File: src/sv/bdq_pkg.sv
// Package for the bounded deque: depth, field widths, command and status codes,
// the controller/datapath command and status structs, and the index wrap helper.
// No dependencies.
`timescale 1ns / 1ps
`default_nettype none

package bdq_pkg;

  localparam int DEPTH  = 8;
  localparam int IDX_W  = $clog2(DEPTH);
  localparam int CNT_W  = $clog2(DEPTH + 1);
  localparam int WORD_W = 32;
  localparam int CMD_W  = 3;
  localparam int ST_W   = 2;

  localparam logic [CMD_W-1:0] CMD_PUSH_FRONT = 3'd0;
  localparam logic [CMD_W-1:0] CMD_PUSH_REAR  = 3'd1;
  localparam logic [CMD_W-1:0] CMD_POP_FRONT  = 3'd2;
  localparam logic [CMD_W-1:0] CMD_POP_REAR   = 3'd3;
  localparam logic [CMD_W-1:0] CMD_LIST       = 3'd4;

  localparam logic [ST_W-1:0] ST_OK    = 2'd0;
  localparam logic [ST_W-1:0] ST_FULL  = 2'd1;
  localparam logic [ST_W-1:0] ST_EMPTY = 2'd2;

  // Commands from the controller to the datapath.
  typedef struct packed {
    logic            push_front;
    logic            push_rear;
    logic            pop_front;
    logic            pop_rear;
    logic            list_start;
    logic            list_next;
    logic            load_status;
    logic [ST_W-1:0] status_code;
    logic            load_rdata;
    logic            rdata_last;
  } dp_cmd_t;

  // Status from the datapath to the controller.
  typedef struct packed {
    logic full;
    logic empty;
    logic list_end;
    logic out_last;
  } dp_stat_t;

  // Adds an offset of at most DEPTH to an index and wraps it around the buffer.
  function automatic logic [IDX_W-1:0] wrap_add(input logic [IDX_W-1:0] base,
                                                input logic [CNT_W-1:0] off);
    logic [CNT_W:0] s;
    s = (CNT_W + 1)'(base) + (CNT_W + 1)'(off);
    if (s >= (CNT_W + 1)'(DEPTH)) begin
      s = s - (CNT_W + 1)'(DEPTH);
    end
    return s[IDX_W-1:0];
  endfunction

endpackage

`default_nettype wire

File: src/sv/bdq_in_if.sv
// Request channel of the bounded deque: valid/ready handshake with command and word.
// Depends on bdq_pkg.
`timescale 1ns / 1ps
`default_nettype none

interface bdq_in_if
  import bdq_pkg::*;
  ();
  logic                     valid;
  logic                     ready;
  logic [CMD_W-1:0]         cmd;
  logic signed [WORD_W-1:0] value_in;

  modport source (output valid, output cmd, output value_in, input ready);
  modport sink   (input valid, input cmd, input value_in, output ready);
endinterface

`default_nettype wire

File: src/sv/bdq_out_if.sv
// Result channel of the bounded deque: valid/ready handshake with word, status, last.
// Depends on bdq_pkg.
`timescale 1ns / 1ps
`default_nettype none

interface bdq_out_if
  import bdq_pkg::*;
  ();
  logic                     valid;
  logic                     ready;
  logic signed [WORD_W-1:0] value_out;
  logic [ST_W-1:0]          status;
  logic                     last;

  modport source (output valid, output value_out, output status, output last, input ready);
  modport sink   (input valid, input value_out, input status, input last, output ready);
endinterface

`default_nettype wire

File: src/sv/bdq_dp.sv
// Datapath of the bounded deque: word memory, head index, item count, list offset
// and the result register. Driven by bdq_ctrl commands; depends on bdq_pkg.
`timescale 1ns / 1ps
`default_nettype none

module bdq_dp
  import bdq_pkg::*;
(
  input  wire logic                     clk,
  input  wire logic                     rst,
  input  wire dp_cmd_t                  cmd,
  input  wire logic signed [WORD_W-1:0] value_in,
  output dp_stat_t                      stat,
  output logic signed [WORD_W-1:0]      value_out,
  output logic [ST_W-1:0]               status,
  output logic                          last
);

  logic [WORD_W-1:0] mem [DEPTH];
  logic [WORD_W-1:0] rdata;

  logic [IDX_W-1:0] head, head_next;
  logic [CNT_W-1:0] count, count_next;
  logic [IDX_W-1:0] offset, offset_next;

  logic             mem_wr;
  logic [IDX_W-1:0] waddr;
  logic             mem_rd;
  logic [IDX_W-1:0] raddr;

  always_comb begin
    head_next   = head;
    count_next  = count;
    offset_next = offset;
    mem_wr      = 1'b0;
    waddr       = head;
    mem_rd      = 1'b0;
    raddr       = head;
    if (cmd.push_front) begin
      head_next  = (head == '0) ? IDX_W'(DEPTH - 1) : head - IDX_W'(1);
      waddr      = head_next;
      mem_wr     = 1'b1;
      count_next = count + CNT_W'(1);
    end
    if (cmd.push_rear) begin
      waddr      = wrap_add(head, count);
      mem_wr     = 1'b1;
      count_next = count + CNT_W'(1);
    end
    if (cmd.pop_front) begin
      raddr      = head;
      mem_rd     = 1'b1;
      head_next  = wrap_add(head, CNT_W'(1));
      count_next = count - CNT_W'(1);
    end
    if (cmd.pop_rear) begin
      raddr      = wrap_add(head, count - CNT_W'(1));
      mem_rd     = 1'b1;
      count_next = count - CNT_W'(1);
    end
    if (cmd.list_start) begin
      offset_next = '0;
      raddr       = head;
      mem_rd      = 1'b1;
    end
    if (cmd.list_next) begin
      offset_next = offset + IDX_W'(1);
      raddr       = wrap_add(head, CNT_W'(offset) + CNT_W'(1));
      mem_rd      = 1'b1;
    end
  end

  always_ff @(posedge clk) begin
    if (rst) begin
      head  <= '0;
      count <= '0;
    end else begin
      head  <= head_next;
      count <= count_next;
    end
  end

  always_ff @(posedge clk) begin
    offset <= offset_next;
  end

  always_ff @(posedge clk) begin
    if (mem_wr) begin
      mem[waddr] <= value_in;
    end
    if (mem_rd) begin
      rdata <= mem[raddr];
    end
  end

  always_ff @(posedge clk) begin
    if (cmd.load_status) begin
      value_out <= '0;
      status    <= cmd.status_code;
      last      <= 1'b1;
    end else if (cmd.load_rdata) begin
      value_out <= $signed(rdata);
      status    <= ST_OK;
      last      <= cmd.rdata_last;
    end
  end

  always_comb begin
    stat.full     = (count == CNT_W'(DEPTH));
    stat.empty    = (count == '0);
    stat.list_end = ((CNT_W'(offset) + CNT_W'(1)) == count);
    stat.out_last = last;
  end

  a_count_range: assert property (@(posedge clk) disable iff (rst)
    count <= CNT_W'(DEPTH)) else $error("item count exceeds depth");

  a_one_action: assert property (@(posedge clk) disable iff (rst)
    $onehot0({cmd.push_front, cmd.push_rear, cmd.pop_front, cmd.pop_rear,
              cmd.list_start, cmd.list_next}))
    else $error("more than one queue action in a cycle");

  a_push_counts: assert property (@(posedge clk) disable iff (rst)
    (cmd.push_front || cmd.push_rear) |=> count == $past(count) + CNT_W'(1))
    else $error("push did not add one item");

  a_pop_counts: assert property (@(posedge clk) disable iff (rst)
    (cmd.pop_front || cmd.pop_rear) |=> count == $past(count) - CNT_W'(1))
    else $error("pop did not remove one item");

endmodule

`default_nettype wire

File: src/sv/bdq_ctrl.sv
// Controller of the bounded deque: decodes requests, sequences memory reads and
// the list walk, and runs both handshakes. Depends on bdq_pkg.
`timescale 1ns / 1ps
`default_nettype none

module bdq_ctrl
  import bdq_pkg::*;
(
  input  wire logic             clk,
  input  wire logic             rst,
  input  wire logic             in_valid,
  input  wire logic [CMD_W-1:0] in_cmd,
  output logic                  in_ready,
  output logic                  out_valid,
  input  wire logic             out_ready,
  input  wire dp_stat_t         stat,
  output dp_cmd_t               cmd
);

  localparam logic [1:0] S_IDLE = 2'd0;
  localparam logic [1:0] S_READ = 2'd1;
  localparam logic [1:0] S_OUT  = 2'd2;

  logic [1:0] state, state_next;
  logic       listing, listing_next;
  logic       accept;

  // A new request may enter in the cycle the final result of the last one is taken.
  assign in_ready  = (state == S_IDLE) || ((state == S_OUT) && stat.out_last && out_ready);
  assign out_valid = (state == S_OUT);
  assign accept    = in_valid && in_ready;

  always_comb begin
    cmd          = '0;
    state_next   = state;
    listing_next = listing;

    if (state == S_READ) begin
      cmd.load_rdata = 1'b1;
      cmd.rdata_last = listing ? stat.list_end : 1'b1;
      state_next     = S_OUT;
    end

    if ((state == S_OUT) && out_ready) begin
      if (!stat.out_last) begin
        cmd.list_next = 1'b1;
        state_next    = S_READ;
      end else begin
        state_next = S_IDLE;
      end
    end

    if (accept) begin
      listing_next = 1'b0;
      unique case (in_cmd)
        CMD_PUSH_FRONT, CMD_PUSH_REAR: begin
          cmd.load_status = 1'b1;
          if (stat.full) begin
            cmd.status_code = ST_FULL;
          end else begin
            cmd.status_code = ST_OK;
            cmd.push_front  = (in_cmd == CMD_PUSH_FRONT);
            cmd.push_rear   = (in_cmd == CMD_PUSH_REAR);
          end
          state_next = S_OUT;
        end
        CMD_POP_FRONT, CMD_POP_REAR, CMD_LIST: begin
          if (stat.empty) begin
            cmd.load_status = 1'b1;
            cmd.status_code = ST_EMPTY;
            state_next      = S_OUT;
          end else begin
            cmd.pop_front  = (in_cmd == CMD_POP_FRONT);
            cmd.pop_rear   = (in_cmd == CMD_POP_REAR);
            cmd.list_start = (in_cmd == CMD_LIST);
            listing_next   = (in_cmd == CMD_LIST);
            state_next     = S_READ;
          end
        end
        default: begin
          // Unknown commands are dropped without a result.
          state_next = S_IDLE;
        end
      endcase
    end
  end

  always_ff @(posedge clk) begin
    if (rst) begin
      state   <= S_IDLE;
      listing <= 1'b0;
    end else begin
      state   <= state_next;
      listing <= listing_next;
    end
  end

  a_read_to_out: assert property (@(posedge clk) disable iff (rst)
    (state == S_READ) |=> (state == S_OUT)) else $error("read data not presented");

  a_stall_holds: assert property (@(posedge clk) disable iff (rst)
    (state == S_OUT && !out_ready) |=> (state == S_OUT))
    else $error("result dropped while receiver stalled");

  a_walk_is_list: assert property (@(posedge clk) disable iff (rst)
    cmd.list_next |-> listing) else $error("list walk outside a list request");

  a_no_load_clash: assert property (@(posedge clk) disable iff (rst)
    !(cmd.load_status && cmd.load_rdata)) else $error("two result loads in one cycle");

endmodule

`default_nettype wire

File: src/sv/bounded_deque_unit.sv
// Bounded double-ended queue of signed 32-bit words.
// Requests arrive on req (cmd, value_in); results leave on rsp (value_out, status, last)
// under valid/ready handshakes, accepted when valid and ready are both high.
// Commands: push front, push rear, pop front, pop rear, list. Other codes are dropped.
// A push gives one result (ok or full); a pop gives the removed word or an empty status.
// A list gives every stored word from front to rear with last on the rear word, or one
// empty status when nothing is stored.
// A push result is loaded straight into the output register; a pop result first
// passes the registered read port of the word memory, then the output register. Each
// list word after the first does the same once the previous word is taken.
// Push and status-only requests are taken every cycle while rsp is ready, pops are not.
// A new request is taken in the cycle the final result of the previous one is taken.
// When the receiver stalls, the result is held in the output register and no new
// request is taken. Reset (rst, synchronous) empties the queue: head and count go to
// zero; stored words are not cleared and read only after being written.
// Uses bdq_pkg, bdq_in_if, bdq_out_if, bdq_ctrl and bdq_dp.
`timescale 1ns / 1ps
`default_nettype none

module bounded_deque_unit
  import bdq_pkg::*;
(
  input  wire logic clk,
  input  wire logic rst,
  bdq_in_if.sink    req,
  bdq_out_if.source rsp
);

  dp_cmd_t  cmd;
  dp_stat_t stat;
  logic     in_ready;
  logic     out_valid;

  bdq_ctrl u_ctrl (
    .clk       (clk),
    .rst       (rst),
    .in_valid  (req.valid),
    .in_cmd    (req.cmd),
    .in_ready  (in_ready),
    .out_valid (out_valid),
    .out_ready (rsp.ready),
    .stat      (stat),
    .cmd       (cmd)
  );

  bdq_dp u_dp (
    .clk       (clk),
    .rst       (rst),
    .cmd       (cmd),
    .value_in  (req.value_in),
    .stat      (stat),
    .value_out (rsp.value_out),
    .status    (rsp.status),
    .last      (rsp.last)
  );

  assign req.ready = in_ready;
  assign rsp.valid = out_valid;

endmodule

`default_nettype wire
File: src/flat_wrapper.sv
// flat-port wrapper written by rule: the top's interface ports become plain ports
module bounded_deque_unit_flat import bdq_pkg::*;
  (clk, rst, req_valid, req_cmd, req_value_in, req_ready, rsp_valid, rsp_value_out, rsp_status, rsp_last, rsp_ready);
  bdq_in_if req_i ();
  bdq_out_if rsp_i ();
  input  wire logic clk;
  input  wire logic rst;
  input wire logic [$bits(req_i.valid)-1:0] req_valid;
  input wire logic [$bits(req_i.cmd)-1:0] req_cmd;
  input wire logic [$bits(req_i.value_in)-1:0] req_value_in;
  output wire logic [$bits(req_i.ready)-1:0] req_ready;
  output wire logic [$bits(rsp_i.valid)-1:0] rsp_valid;
  output wire logic [$bits(rsp_i.value_out)-1:0] rsp_value_out;
  output wire logic [$bits(rsp_i.status)-1:0] rsp_status;
  output wire logic [$bits(rsp_i.last)-1:0] rsp_last;
  input wire logic [$bits(rsp_i.ready)-1:0] rsp_ready;
  assign req_i.valid = req_valid;
  assign req_i.cmd = req_cmd;
  assign req_i.value_in = req_value_in;
  assign req_ready = req_i.ready;
  assign rsp_valid = rsp_i.valid;
  assign rsp_value_out = rsp_i.value_out;
  assign rsp_status = rsp_i.status;
  assign rsp_last = rsp_i.last;
  assign rsp_i.ready = rsp_ready;
  bounded_deque_unit u_core (.clk(clk), .rst(rst), .req(req_i), .rsp(rsp_i));
endmodule
File: config.mk
export PLATFORM = sky130hd
export DESIGN_NAME = bounded_deque_unit_flat
export DESIGN_NICKNAME = d
export VERILOG_FILES = /design/src/sv/bdq_pkg.sv /design/src/sv/bdq_in_if.sv /design/src/sv/bdq_out_if.sv /design/src/sv/bdq_dp.sv /design/src/sv/bdq_ctrl.sv /design/src/sv/bounded_deque_unit.sv /design/src/flat_wrapper.sv
export SDC_FILE = /design/constraint.sdc
export NUM_CORES = 1
export LEC_CHECK = 0
export BUFFER_PORTS_ARGS = -buffer_cell sky130_fd_sc_hd__buf_4
export CORE_UTILIZATION = 58
export CTS_BUF_LIST = sky130_fd_sc_hd__clkbuf_8
export DETAILED_ROUTE_END_ITERATION = 16
export GPL_TIMING_DRIVEN = 0
export HOLD_SLACK_MARGIN = 0.06
export PLACE_DENSITY = 0.81
export RECOVER_POWER = 50
export REMOVE_ABC_BUFFERS = 1
export SYNTH_ARGS = -nofsm -noshare
export SYNTH_HDL_FRONTEND = slang
export SYNTH_SLANG_ARGS = --single-unit
File: constraint.sdc
create_clock -name clk -period 5.6 [get_ports clk]
set_input_delay 1.12 -clock clk [delete_from_list [all_inputs] [get_ports clk]]
set_output_delay 1.12 -clock clk [all_outputs]
set_load 0.02 [all_outputs]
==> results_dict.tcl, run 1 <==
set metrics [dict create \
    outcome "complete, but fails checks" \
    failed_checks "max-capacitance violations, max-slew violations" \
    worst_hold_path_type "reg2reg" \
    holdBufCountCts 0 \
    detail_route.drc_violations 0 \
    area.sequential_um2 9660 \
    yosys.cell_count.top_type "sky130_fd_sc_hd__edfxtp_1" \
    power_frac_clock_pct 39.8 \
    synthDominantCellAreaShare_pct 65.1 \
    global_route_wire_length_before_repair_um 40400 \
    timing.max_cap.violations 1 \
    combPwrFrac_pct 7.6 \
    synth.area.top_cells "sky130_fd_sc_hd__edfxtp_1, sky130_fd_sc_hd__mux2i_1, sky130_fd_sc_hd__dfxtp_1" \
    synthCells 769 \
    hold_violations 0 \
    drt_iter0_markers 524 \
    worst_skew_late_latency_ps 570 \
    clock.fmax_mhz 235 \
    count_of_unique_library_cells_instantiated_by_yosys 46 \
    rsz0062_at_grt "no" \
    setup_viol_count_final 0 \
    postLayoutCellArea_um2 15600 \
    synth_edf_count 293 \
    finalWorstSetupSlack_ps 1350 \
    synth-seq-cells 336 \
    route.antenna.remaining_nets 0 \
    timing_worst_setup_path_type "in2reg" \
    dieArea_um2 23900 \
    place_congestion 0.779 \
    antenna_found_initial 1 \
    clock_tree.buffer_depth 3 \
    grt_start_max_net_pins 25 \
    gr-total-overflow 0 \
    ys_top_cells_by_count "sky130_fd_sc_hd__edfxtp_1, sky130_fd_sc_hd__mux2i_1, sky130_fd_sc_hd__dfxtp_1, sky130_fd_sc_hd__a22o_1, sky130_fd_sc_hd__mux2_2" \
    multi_input_logic_area_um2 3510 \
    clock_tree_from_tritoncts "yes" \
    start_util_pct 59.5 \
    worstPathRequired_ps 5880 \
    drt_pass1_iterations 4 \
    postSynth.asyncResetShare_pct 0 \
    cts_max_level 2 \
    place.port_buffers 75 \
    worstSetupEndpointType "flop" \
    data_arrival_at_the_endpoint_of_the_critical_path_ps 4520 \
    final_nets 954 \
    final.setup_skew_ps 12.4 \
    fp.dieH_um 155 \
    cts_resized 0 \
    dp_slack_ps 865 \
    post_synth_instance_area_um2 13500 \
    p_per_area_nw_per_um2 342 \
    layout.core_utilization_pct 68.8 \
    ys_seq_area_share_pct 71.5 \
    tritoncts.num_buffers 53 \
    placed_instance_area_um2 14800 \
    fraction_of_final_layout_cells_sized_beyond_drive_strength_1_pct 18.4 \
    intPower_uw 4130 \
    synth.largest_area_cell "sky130_fd_sc_hd__edfxtp_1" \
    antenna_cells_inserted 0 \
    p_sw_uw 1210 \
    design.core.area_um2 22700 \
    num_io_pins 76 \
    fillerInstances 1508 \
    min_tclk_post_route_ps 4250 \
    synth-main-ff-cell "sky130_fd_sc_hd__edfxtp_1" \
    clk_pin_slew_ps 60 \
    critical_path.startpoint_type "input pin" \
    layout_worst_path_cycle_share_pct 75.9 \
    post_synth.cell_area_avg_um2 17.6 \
    pwr-share-seq_pct 52.6 \
    postRouteWirelength_um 26300 \
    detailed_place_hpwl_um 15900 \
    irDropWorstVdd_mv 0.241 \
    ctsRootBufferMaster "sky130_fd_sc_hd__clkbuf_8" \
    die_x_um 155 \
    synthesis.yosys.warnings 0 \
    grt_usage_pct 22.7 \
    path_max_fanout 12 \
    syn2layout_area_growth_pct 15.7 \
    cellLeakagePower_uw 0.00602 \
    post_drt_via_cell_ratio 5.73 \
    first_global_vias 7325 \
    avgRoutedWirePerCell_um 21.3 \
    worstMarginPinSlew_ps 1680 \
    vias 7067 \
    post_cts.repair.setup_buffers 0 \
    tns_ps 0 \
    swShare_pct 22.7 \
    timing_max_transition_violations_final 25 \
    worst_slew_margin_rel_pct -12.1 \
    clock_sink_count 336 \
    fp-row-count 55 \
]
-- cell usage in the layout, fill, tap and decap left out, types with 2 or more instances in the layout --
| cell type | n |
|---|---|
| sky130_fd_sc_hd__a21oi_1 | 6 |
| sky130_fd_sc_hd__a22o_1 | 32 |
| sky130_fd_sc_hd__and2_1 | 2 |
| sky130_fd_sc_hd__and4_4 | 2 |
| sky130_fd_sc_hd__buf_12 | 6 |
| sky130_fd_sc_hd__buf_16 | 6 |
| sky130_fd_sc_hd__buf_4 | 12 |
| sky130_fd_sc_hd__buf_6 | 14 |
| sky130_fd_sc_hd__buf_8 | 8 |
| sky130_fd_sc_hd__bufinv_16 | 2 |
| sky130_fd_sc_hd__clkbuf_1 | 69 |
| sky130_fd_sc_hd__clkbuf_8 | 67 |
| sky130_fd_sc_hd__clkinv_1 | 4 |
| sky130_fd_sc_hd__clkinv_2 | 8 |
| sky130_fd_sc_hd__clkinv_4 | 2 |
| sky130_fd_sc_hd__dfxtp_1 | 43 |
| sky130_fd_sc_hd__edfxtp_1 | 293 |
| sky130_fd_sc_hd__fa_1 | 3 |
| sky130_fd_sc_hd__ha_1 | 9 |
| sky130_fd_sc_hd__inv_1 | 28 |
| sky130_fd_sc_hd__mux2_2 | 32 |
| sky130_fd_sc_hd__mux2i_1 | 194 |
| sky130_fd_sc_hd__nand2_1 | 16 |
| sky130_fd_sc_hd__nand2b_1 | 4 |
| sky130_fd_sc_hd__nand3_1 | 6 |
| sky130_fd_sc_hd__nand4_1 | 2 |
| sky130_fd_sc_hd__nor2_1 | 17 |
| sky130_fd_sc_hd__nor2_4 | 7 |
| sky130_fd_sc_hd__nor2b_1 | 4 |
| sky130_fd_sc_hd__nor3_1 | 3 |
| sky130_fd_sc_hd__nor3_2 | 2 |
| sky130_fd_sc_hd__nor3b_1 | 3 |
| sky130_fd_sc_hd__o211ai_1 | 2 |
| sky130_fd_sc_hd__o21ai_0 | 7 |
| sky130_fd_sc_hd__o22ai_1 | 2 |
| sky130_fd_sc_hd__xnor2_1 | 9 |
-- through the flow --
| step | instances | hold slack, ps | total power (uW) |
|---|---|---|---|
| 2_1_floorplan | 733 | 430 | 3140 |
| 4_1_cts | 1233 | 454 | 5420 |
| 6_report | 1233 | 451 | 5340 |
| 3_3_place_gp | 1093 | 437 | 3300 |
| 5_1_grt | 1233 | 465 | 5530 |
| 3_5_place_dp | 1133 | 447 | 3300 |
-- power groups by stage --
stage	combinational [uW]	clock, uW	sequential, uW
6_report	408	2130	2810
5_1_grt	439	2280	2810
4_1_cts	446	2160	2810
3_5_place_dp	442	0	2860
3_3_place_gp	438	0	2860
2_1_floorplan	252	0	2890
-- path summary, 6_finish.rpt --
| check | startpoint | end | slack, ps | cells past startpoint |
|---|---|---|---|---|
| worst min-delay path | u_core.u_ctrl.listing | u_core.u_dp.last | 450 | 1 |
| worst min register to register | u_core.u_ctrl.listing | u_core.u_dp.last | 450 | 1 |
| worst max-delay path | req_cmd[2] | u_core.u_dp.mem[3][21] | 1350 | 8 |
| worst max register to register | u_core.u_dp.count[0] | u_core.u_dp.rdata[10] | 1370 | 13 |
-- registers in the layout, indices dropped and copies added (netlist names) --
name                   cells
u_core.u_dp.rdata         32
u_core.u_dp.value_out     32
u_core.u_ctrl.listing      1
u_core.u_ctrl.state        2
u_core.u_dp.last           1
u_core.u_dp.mem          256
u_core.u_dp.count          4
u_core.u_dp.head           3
u_core.u_dp.offset         3
u_core.u_dp.status         2
-- area by class of cell --
cell class,count,share of cell area (%)
Sequential cell,336,61.8
Multi-Input combinational cell,383,22.5
Clock buffer,67,5.90
Timing Repair Buffer,115,5.84
Tap cell,285,2.28
Clock inverter,33,1.36
Inverter,14,0.336
-- worst max-delay path: stages --
cell and delay, ps:
sky130_fd_sc_hd__clkbuf_1 120, sky130_fd_sc_hd__nor3b_1 290, sky130_fd_sc_hd__nand2_1 110, sky130_fd_sc_hd__nor3b_1 1060, sky130_fd_sc_hd__o211ai_1 650, sky130_fd_sc_hd__nor3_2 720, sky130_fd_sc_hd__buf_6 250, sky130_fd_sc_hd__buf_6 190
-- logic make-up after synthesis --
logic type      after synthesis  synth area share, %
compound gates               62                 3.70
mux                         226                 17.0
simple gates                 72                 2.66
fa+ha+maj                    12                 1.28
flops                       336                 71.5
xor+xnor                     11                0.713
buf+inv                      50                 3.09
-- metal layers --
metal	GRT usage (%)	wire, um
met1	30.1	11600
met4	9.10	641
met5	0	14
met3	4.65	1330
met2	37.2	12700
Note: power is estimated with default switching activity, not from simulation.
==> run 2, diff against run 1 <==
--- a/config.mk
+++ b/config.mk
@@ -5,13 +5,14 @@
 export SDC_FILE = /design/constraint.sdc
 export NUM_CORES = 1
 export LEC_CHECK = 0
+export ABC_AREA = 1
 export BUFFER_PORTS_ARGS = -buffer_cell sky130_fd_sc_hd__buf_4
-export CORE_UTILIZATION = 58
+export CORE_UTILIZATION = 57
 export CTS_BUF_LIST = sky130_fd_sc_hd__clkbuf_8
 export DETAILED_ROUTE_END_ITERATION = 16
 export GPL_TIMING_DRIVEN = 0
 export HOLD_SLACK_MARGIN = 0.06
-export PLACE_DENSITY = 0.81
+export PLACE_DENSITY = 0.83
 export RECOVER_POWER = 50
 export REMOVE_ABC_BUFFERS = 1
 export SYNTH_ARGS = -nofsm -noshare
==> constraint.sdc (replaced) <==
create_clock -name clk -period 3.87 [get_ports clk]
set_input_delay 0.774 -clock clk [delete_from_list [all_inputs] [get_ports clk]]
set_output_delay 0.774 -clock clk [all_outputs]
set_load 0.02 [all_outputs]
==> run 2 against run 1 <==
Effect of this change: the run still ends with max-capacitance violations, max-slew violations left; synthesized cell count increased by 95%; clock skew increased by 6.7 ps; design area increased by 7.6%; critical path depth increased by 5; critical path type is now reg2reg; critical endpoint is now u_core.u_dp.rdata[20]; largest power group unchanged; highest routed layer unchanged.
==> results_dict.tcl, run 2 <==
set metrics [dict create \
    outcome "complete, but fails checks" \
    failed_checks "max-capacitance violations, max-slew violations" \
    worstMarginPinSlew_ps 1570 \
    grt_start_max_net_pins 76 \
    synthDominantCellAreaShare_pct 59.2 \
    worst_slew_margin_rel_pct -5.33 \
    synthCells 1500 \
    synthSimpleGateAreaFrac_pct 21.9 \
    post_synthesis_compound_gate_area_fraction_pct 1.19 \
    first_global_vias 10700 \
    holdWs_ps 438 \
    irDropWorstVdd_mv 0.287 \
    synth_xor_area_share_pct 0.707 \
    crit_slowest_cell "sky130_fd_sc_hd__o21ai_1" \
    setup_viol_count_final 0 \
    gr-total-overflow 0 \
    worst_skew_late_latency_ps 570 \
    synth.mux.area_fraction_pct 0 \
    detailed_place_hpwl_um 20500 \
    synth-seq-cells 336 \
    syn2layout_area_growth_pct 13.2 \
    path_max_fanout 49 \
    synthesis.yosys.warnings 0 \
    holdBufCountCts 0 \
    final_nets 1628 \
    clock.fmax_mhz 275 \
    post_synth_instance_area_um2 14900 \
    antenna_found_initial 1 \
    dieArea_um2 26700 \
    hold_violations 0 \
    largestRegisters "u_core.u_dp.mem: 256 flops, u_core.u_dp.rdata: 32 flops, u_core.u_dp.value_out: 32 flops" \
    place.port_buffers 75 \
    critical_path.top_delay_family "simple AND/OR/NAND/NOR gates" \
    regToRegSetupSlack_ps 230 \
    synth_top_family_by_area "simple AND/OR/NAND/NOR gates" \
    min_tclk_post_route_ps 3640 \
    fp-row-count 58 \
    place_congestion 0.852 \
    worstPathRequired_ps 4190 \
    post_synth.cell_area_avg_um2 9.90 \
    clock_tree.buffer_depth 3 \
    postSynth.asyncResetShare_pct 0 \
    start_util_pct 58.5 \
    worst_hold_path_type "reg2reg" \
    design.core.area_um2 25400 \
    postRouteWirelength_um 35500 \
    yosys.cell_count.top_type "sky130_fd_sc_hd__nand2_1" \
    timing.max_cap.violations 1 \
    drt_iter0_markers 1212 \
    rsz0062_at_grt "no" \
    critPathMostFrequentCell "sky130_fd_sc_hd__nand2_1" \
    synth_edf_count 293 \
    top_reg_by_flops "u_core.u_dp.mem" \
    die_x_um 163 \
    timing_max_transition_violations_final 19 \
    clk_pin_slew_ps 60 \
    grt_usage_pct 26.7 \
    post_drt_via_cell_ratio 5.58 \
    final.setup_skew_ps 19.1 \
    synth.area.top_cells "sky130_fd_sc_hd__edfxtp_1, sky130_fd_sc_hd__nand3_1, sky130_fd_sc_hd__nand2_1" \
    clock_sink_count 336 \
    tritoncts.num_buffers 52 \
    fillerInstances 1838 \
    count_of_unique_library_cells_instantiated_by_yosys 32 \
    synth.largest_area_cell "sky130_fd_sc_hd__edfxtp_1" \
    layout_worst_path_cycle_share_pct 94.1 \
    num_io_pins 76 \
    most_common_library_cell_in_the_layout_ignoring_fill_and_taps "sky130_fd_sc_hd__nand2_1" \
    synth_fa_ha_area_share_pct 1.16 \
    detail_route.drc_violations 0 \
    critical_path.startpoint_type "flop" \
    cts_max_level 2 \
    antenna_cells_inserted 0 \
    fp.dieH_um 163 \
    post_cts.repair.setup_buffers 0 \
    vias 10900 \
    finalWorstSetupSlack_ps 228 \
    fraction_of_final_layout_cells_sized_beyond_drive_strength_1_pct 7.41 \
    crit_path_max_incr_delay_ps 620 \
    ys_seq_area_share_pct 65.0 \
    timing_worst_setup_path_type "reg2reg" \
    largest_reg_flops 256 \
    cellLeakagePower_uw 0.00742 \
    timing.critical_path.cells "inv_1, ha_1, nand3_1, nand2_1, o21ai_1, nand3_4, nand2_8, buf_12, nand2_1, nand3_1, nand2_1, nand2_1, nand2_1" \
    route.antenna.remaining_nets 0 \
    global_route_wire_length_before_repair_um 54400 \
    synth-main-ff-cell "sky130_fd_sc_hd__edfxtp_1" \
    p_per_area_nw_per_um2 494 \
    ctsRootBufferMaster "sky130_fd_sc_hd__clkbuf_8" \
    clock_tree_from_tritoncts "yes" \
    ys_top_cells_by_count "sky130_fd_sc_hd__nand2_1, sky130_fd_sc_hd__nand3_1, sky130_fd_sc_hd__edfxtp_1, sky130_fd_sc_hd__inv_1, sky130_fd_sc_hd__buf_2" \
    drt_pass1_iterations 6 \
    data_arrival_at_the_endpoint_of_the_critical_path_ps 3960 \
    worstSetupEndpointType "flop" \
    layout_common_cells "sky130_fd_sc_hd__nand2_1, sky130_fd_sc_hd__nand3_1, sky130_fd_sc_hd__inv_1" \
    dp_slack_ps -220 \
    cp_num_buf_inv 2 \
    avgRoutedWirePerCell_um 18.2 \
]
run 2: final timing paths:
kind,start,endpoint,cells after the start
min,u_core.u_dp.rdata[20],u_core.u_dp.value_out[20],2
max reg2reg,u_core.u_dp.count[0],u_core.u_dp.rdata[20],13
min reg2reg,u_core.u_dp.rdata[20],u_core.u_dp.value_out[20],2
max,u_core.u_dp.count[0],u_core.u_dp.rdata[20],13
run 2: timing repair:
action                                  in CTS  in global routing
cloned                                       0                  2
pin swaps                                    0                  1
resized for setup                            1                  1
endpoints found under the setup margin      17                 17
run 2: metrics by stage:
stage	util, %	power (uW)	setup TNS, ps	instances	cell area, um2
floorplan	-	5050	-70740	1426	14500
global placement	60.8	5550	-594630	1831	15400
detailed placement	63.2	5650	-3180	1851	16000
CTS	67.2	8490	0	1948	17100
global route	66.2	8630	0	1950	16800
finish	66.2	8310	0	1950	16800
run 2: area by class of cell:
type / instances / area (um2) / area share, %
tap: 330 / 413 / 2.45
inverter: 292 / 1100 / 6.52
clock inverter: 42 / 253 / 1.50
multi-input combinational: 800 / 3880 / 23.0
timing repair buffer: 95 / 764 / 4.55
clock buffer: 55 / 757 / 4.50
sequential: 336 / 9660 / 57.4
run 2: report_power, final:
part	total (uW)	internal, uW	switching, uW
combinational	1170	340	835
clock	2870	1520	1350
sequential	4270	4160	106
run 2: per-layer routing:
layer	global-route usage, %	routed length (um)	up-vias
li1	-	-	5037
met1	32.5	12900	5088
met2	46.6	18000	621
met3	4.37	3290	129
met4	12.2	1350	2
met5	0	16	-
run 2: cells by family (layout without fill, tap and decap cells):
| kind of cell | count (synthesis) | after routing |
|---|---|---|
| flip-flops | 336 | 336 |
| adder cells (fa/ha/maj) | 12 | 12 |
| buffers and inverters | 366 | 484 |
| AND/OR/NAND/NOR | 742 | 744 |
| AO/OA/AOI/OAI | 32 | 32 |
| XOR/XNOR | 12 | 12 |
run 2: worst min-delay path: stages (launching register included):
cell and delay [ps]:
sky130_fd_sc_hd__edfxtp_1 320, sky130_fd_sc_hd__nand2_1 50, sky130_fd_sc_hd__nand2_1 50
==> run 3, diff against run 2 <==
--- a/config.mk
+++ b/config.mk
@@ -7,13 +7,14 @@
 export LEC_CHECK = 0
 export ABC_AREA = 1
 export BUFFER_PORTS_ARGS = -buffer_cell sky130_fd_sc_hd__buf_4
-export CORE_UTILIZATION = 57
+export CELL_PAD_IN_SITES_DETAIL_PLACEMENT = 0
+export CELL_PAD_IN_SITES_GLOBAL_PLACEMENT = 1
+export CORE_UTILIZATION = 45
 export CTS_BUF_LIST = sky130_fd_sc_hd__clkbuf_8
 export DETAILED_ROUTE_END_ITERATION = 16
 export GPL_TIMING_DRIVEN = 0
 export HOLD_SLACK_MARGIN = 0.06
 export PLACE_DENSITY = 0.83
-export RECOVER_POWER = 50
 export REMOVE_ABC_BUFFERS = 1
 export SYNTH_ARGS = -nofsm -noshare
 export SYNTH_HDL_FRONTEND = slang
==> run 3 against run 2 <==
Effect of this change: the flow now finishes without violations; via count shrank 6.7%; register-to-register slack gained 90 ps; worst hold slack lost 51 ps; critical path depth grew 1; non-clock buffer count grew 1; critical endpoint is now u_core.u_dp.rdata[3]; largest cell class unchanged.
==> results_dict.tcl, run 3 (synthesized netlist as in run 2, its figures left out) <==
set metrics [dict create \
    r2r-start "u_core.u_dp.count[0]" \
    clk_pin_slew_ps 60 \
    timing.max_cap.violations 0 \
    outcome "completed" \
    gr-total-overflow 0 \
    largestRegisters "u_core.u_dp.mem: 256 flops, u_core.u_dp.rdata: 32 flops, u_core.u_dp.value_out: 32 flops" \
    worstPathRequired_ps 4200 \
    fraction_of_final_layout_cells_sized_beyond_drive_strength_1_pct 12.8 \
    grt_usage_pct 21.1 \
    rsz0062_at_grt "no" \
    syn2layout_area_growth_pct 17.8 \
    num_io_pins 76 \
    antenna_found_initial 0 \
    worstSetupEndpointType "flop" \
    vias 10100 \
    hold_violations 0 \
    cp_num_cells 14 \
    design.core.area_um2 32500 \
    place.port_buffers 75 \
    layout_common_cells "sky130_fd_sc_hd__nand2_1, sky130_fd_sc_hd__nand3_1, sky130_fd_sc_hd__inv_1" \
    p_per_area_nw_per_um2 508 \
    avgRoutedWirePerCell_um 16.5 \
    worst_skew_late_latency_ps 610 \
    multi_input_logic_area_um2 3890 \
    worst_hold_path_type "in2reg" \
    clock_tree_from_tritoncts "yes" \
    cts_max_level 2 \
    crit_slowest_cell "sky130_fd_sc_hd__o21ai_2" \
    cellLeakagePower_uw 0.00781 \
    grt_start_max_net_pins 78 \
    final.setup_skew_ps 24.6 \
    final_nets 1633 \
    tritoncts.num_buffers 56 \
    clock_tree.buffer_depth 3 \
    min_tclk_post_route_ps 3550 \
    first_global_vias 9741 \
    drt_pass1_iterations 5 \
    clock.fmax_mhz 282 \
    post_drt_via_cell_ratio 4.90 \
    clock_sink_count 336 \
    data_arrival_at_the_endpoint_of_the_critical_path_ps 3880 \
    crit_path_max_incr_delay_ps 450 \
    die_x_um 184 \
    cp_num_buf_inv 3 \
    layout.core_utilization_pct 53.8 \
    route.antenna.remaining_nets 0 \
    place_congestion 0.808 \
    holdBufCountCts 0 \
    detailed_place_hpwl_um 19800 \
    timing_max_transition_violations_final 0 \
    layout_worst_path_cycle_share_pct 91.7 \
    start_util_pct 45.7 \
    worst_slew_margin_rel_pct 40.6 \
    ctsRootBufferMaster "sky130_fd_sc_hd__clkbuf_8" \
    worstSetupStartpoint "u_core.u_dp.count[0]" \
    instances_no_fill 2071 \
    detail_route.drc_violations 0 \
    finalPower_uw 8890 \
    most_common_library_cell_in_the_layout_ignoring_fill_and_taps "sky130_fd_sc_hd__nand2_1" \
    critical_path.startpoint_type "flop" \
    area.sequential_um2 9660 \
    postRouteWirelength_um 34200 \
    top_reg_by_flops "u_core.u_dp.mem" \
    regToRegSetupSlack_ps 320 \
    path_max_fanout 74 \
    setup.worst_path.end "u_core.u_dp.rdata[3]" \
    drt_iter0_markers 823 \
    global_route_wire_length_before_repair_um 54000 \
    timing_worst_setup_path_type "reg2reg" \
    post_cts.repair.setup_buffers 0 \
    tns_ps 0 \
    largest_reg_flops 256 \
    setup_viol_count_final 0 \
    timing.critical_path.cells "inv_1, ha_1, nand3_1, nand2_1, o21ai_2, nand3_4, buf_16, nand2_8, buf_16, nand2_1, nand3_1, nand2_1, nand2_1, nand2_1" \
    critical_path.top_delay_family "simple AND/OR/NAND/NOR gates" \
    fp-row-count 66 \
    reg2reg_to "u_core.u_dp.rdata[3]" \
    antenna_cells_inserted 0 \
    worstMarginPinSlew_ps 888 \
    r2r.worst_path.cells 14 \
    critPathMostFrequentCell "sky130_fd_sc_hd__nand2_1" \
    fp.dieH_um 184 \
    irDropWorstVdd_mv 0.321 \
    dpl.cell_count 1964 \
    dieArea_um2 33700 \
    fillerInstances 2860 \
]
[run 3: cell count changes in the layout (fill, tap and decap cells not counted), moves of 2 or more]
| cell | before | now |
|---|---|---|
| sky130_fd_sc_hd__buf_4 | 6 | 75 |
| sky130_fd_sc_hd__buf_12 | 12 | 9 |
| sky130_fd_sc_hd__inv_1 | 311 | 308 |
| sky130_fd_sc_hd__clkbuf_1 | 69 | 0 |
| sky130_fd_sc_hd__clkinv_1 | 11 | 5 |
| sky130_fd_sc_hd__inv_2 | 1 | 4 |
| sky130_fd_sc_hd__buf_16 | 8 | 12 |
| sky130_fd_sc_hd__clkbuf_8 | 55 | 67 |
| sky130_fd_sc_hd__bufinv_16 | 3 | 5 |
[run 3: through the flow]
step / instance area [um2] / hold slack, ps / setup WS (ps)
finish: 17500 / 387 / 320
global route: 17500 / 368 / 62.7
CTS: 17500 / 347 / 15.0
detailed placement: 16200 / 431 / -318
global placement: 15600 / 427 / -5810
floorplan: 14500 / 420 / -2210
[run 3: what timing repair did]
action | 4_1_cts | 5_1_grt
gates resized for setup | 2 | 1
gates cloned | 1 | 1
endpoints found under the setup margin | 20 | 20
pin swaps | 1 | 1
[run 3: worst min-delay path by stage]
stage / from / to / cells past startpoint
3_5_place_dp: u_core.u_dp.rdata[0] / u_core.u_dp.value_out[0] / 2
2_1_floorplan: u_core.u_dp.rdata[0] / u_core.u_dp.value_out[0] / 2
6_report: req_value_in[30] / u_core.u_dp.mem[7][30] / 1
5_1_grt: req_value_in[30] / u_core.u_dp.mem[7][30] / 1
3_3_place_gp: u_core.u_dp.rdata[20] / u_core.u_dp.value_out[20] / 2
4_1_cts: req_value_in[30] / u_core.u_dp.mem[7][30] / 1
[run 3: routing by layer]
layer	routed length, um	part of all wire [%]	up-vias	global-route usage, %
met5	0	0	-	0
met4	710	2.1	0	7.63
met3	2110	6.2	52	3.61
met2	16600	49	299	35.5
met1	14700	43	4743	27.4
li1	-	-	5055	-
[run 3: cell type report]
cell class,instances,area share (%)
sequential,336,55.2
multi-input combinational,800,22.2
inverter,292,6.27
timing repair buffer,96,6.14
clock buffer,67,5.27
tap,442,3.16
clock inverter,38,1.72
[run 3: power by group]
| group | internal (uW) | switching (uW) |
|---|---|---|
| Combinational | 490 | 819 |
| Clock | 1910 | 1420 |
| Sequential | 4160 | 99.0 |
| Total | 6560 | 2330 |
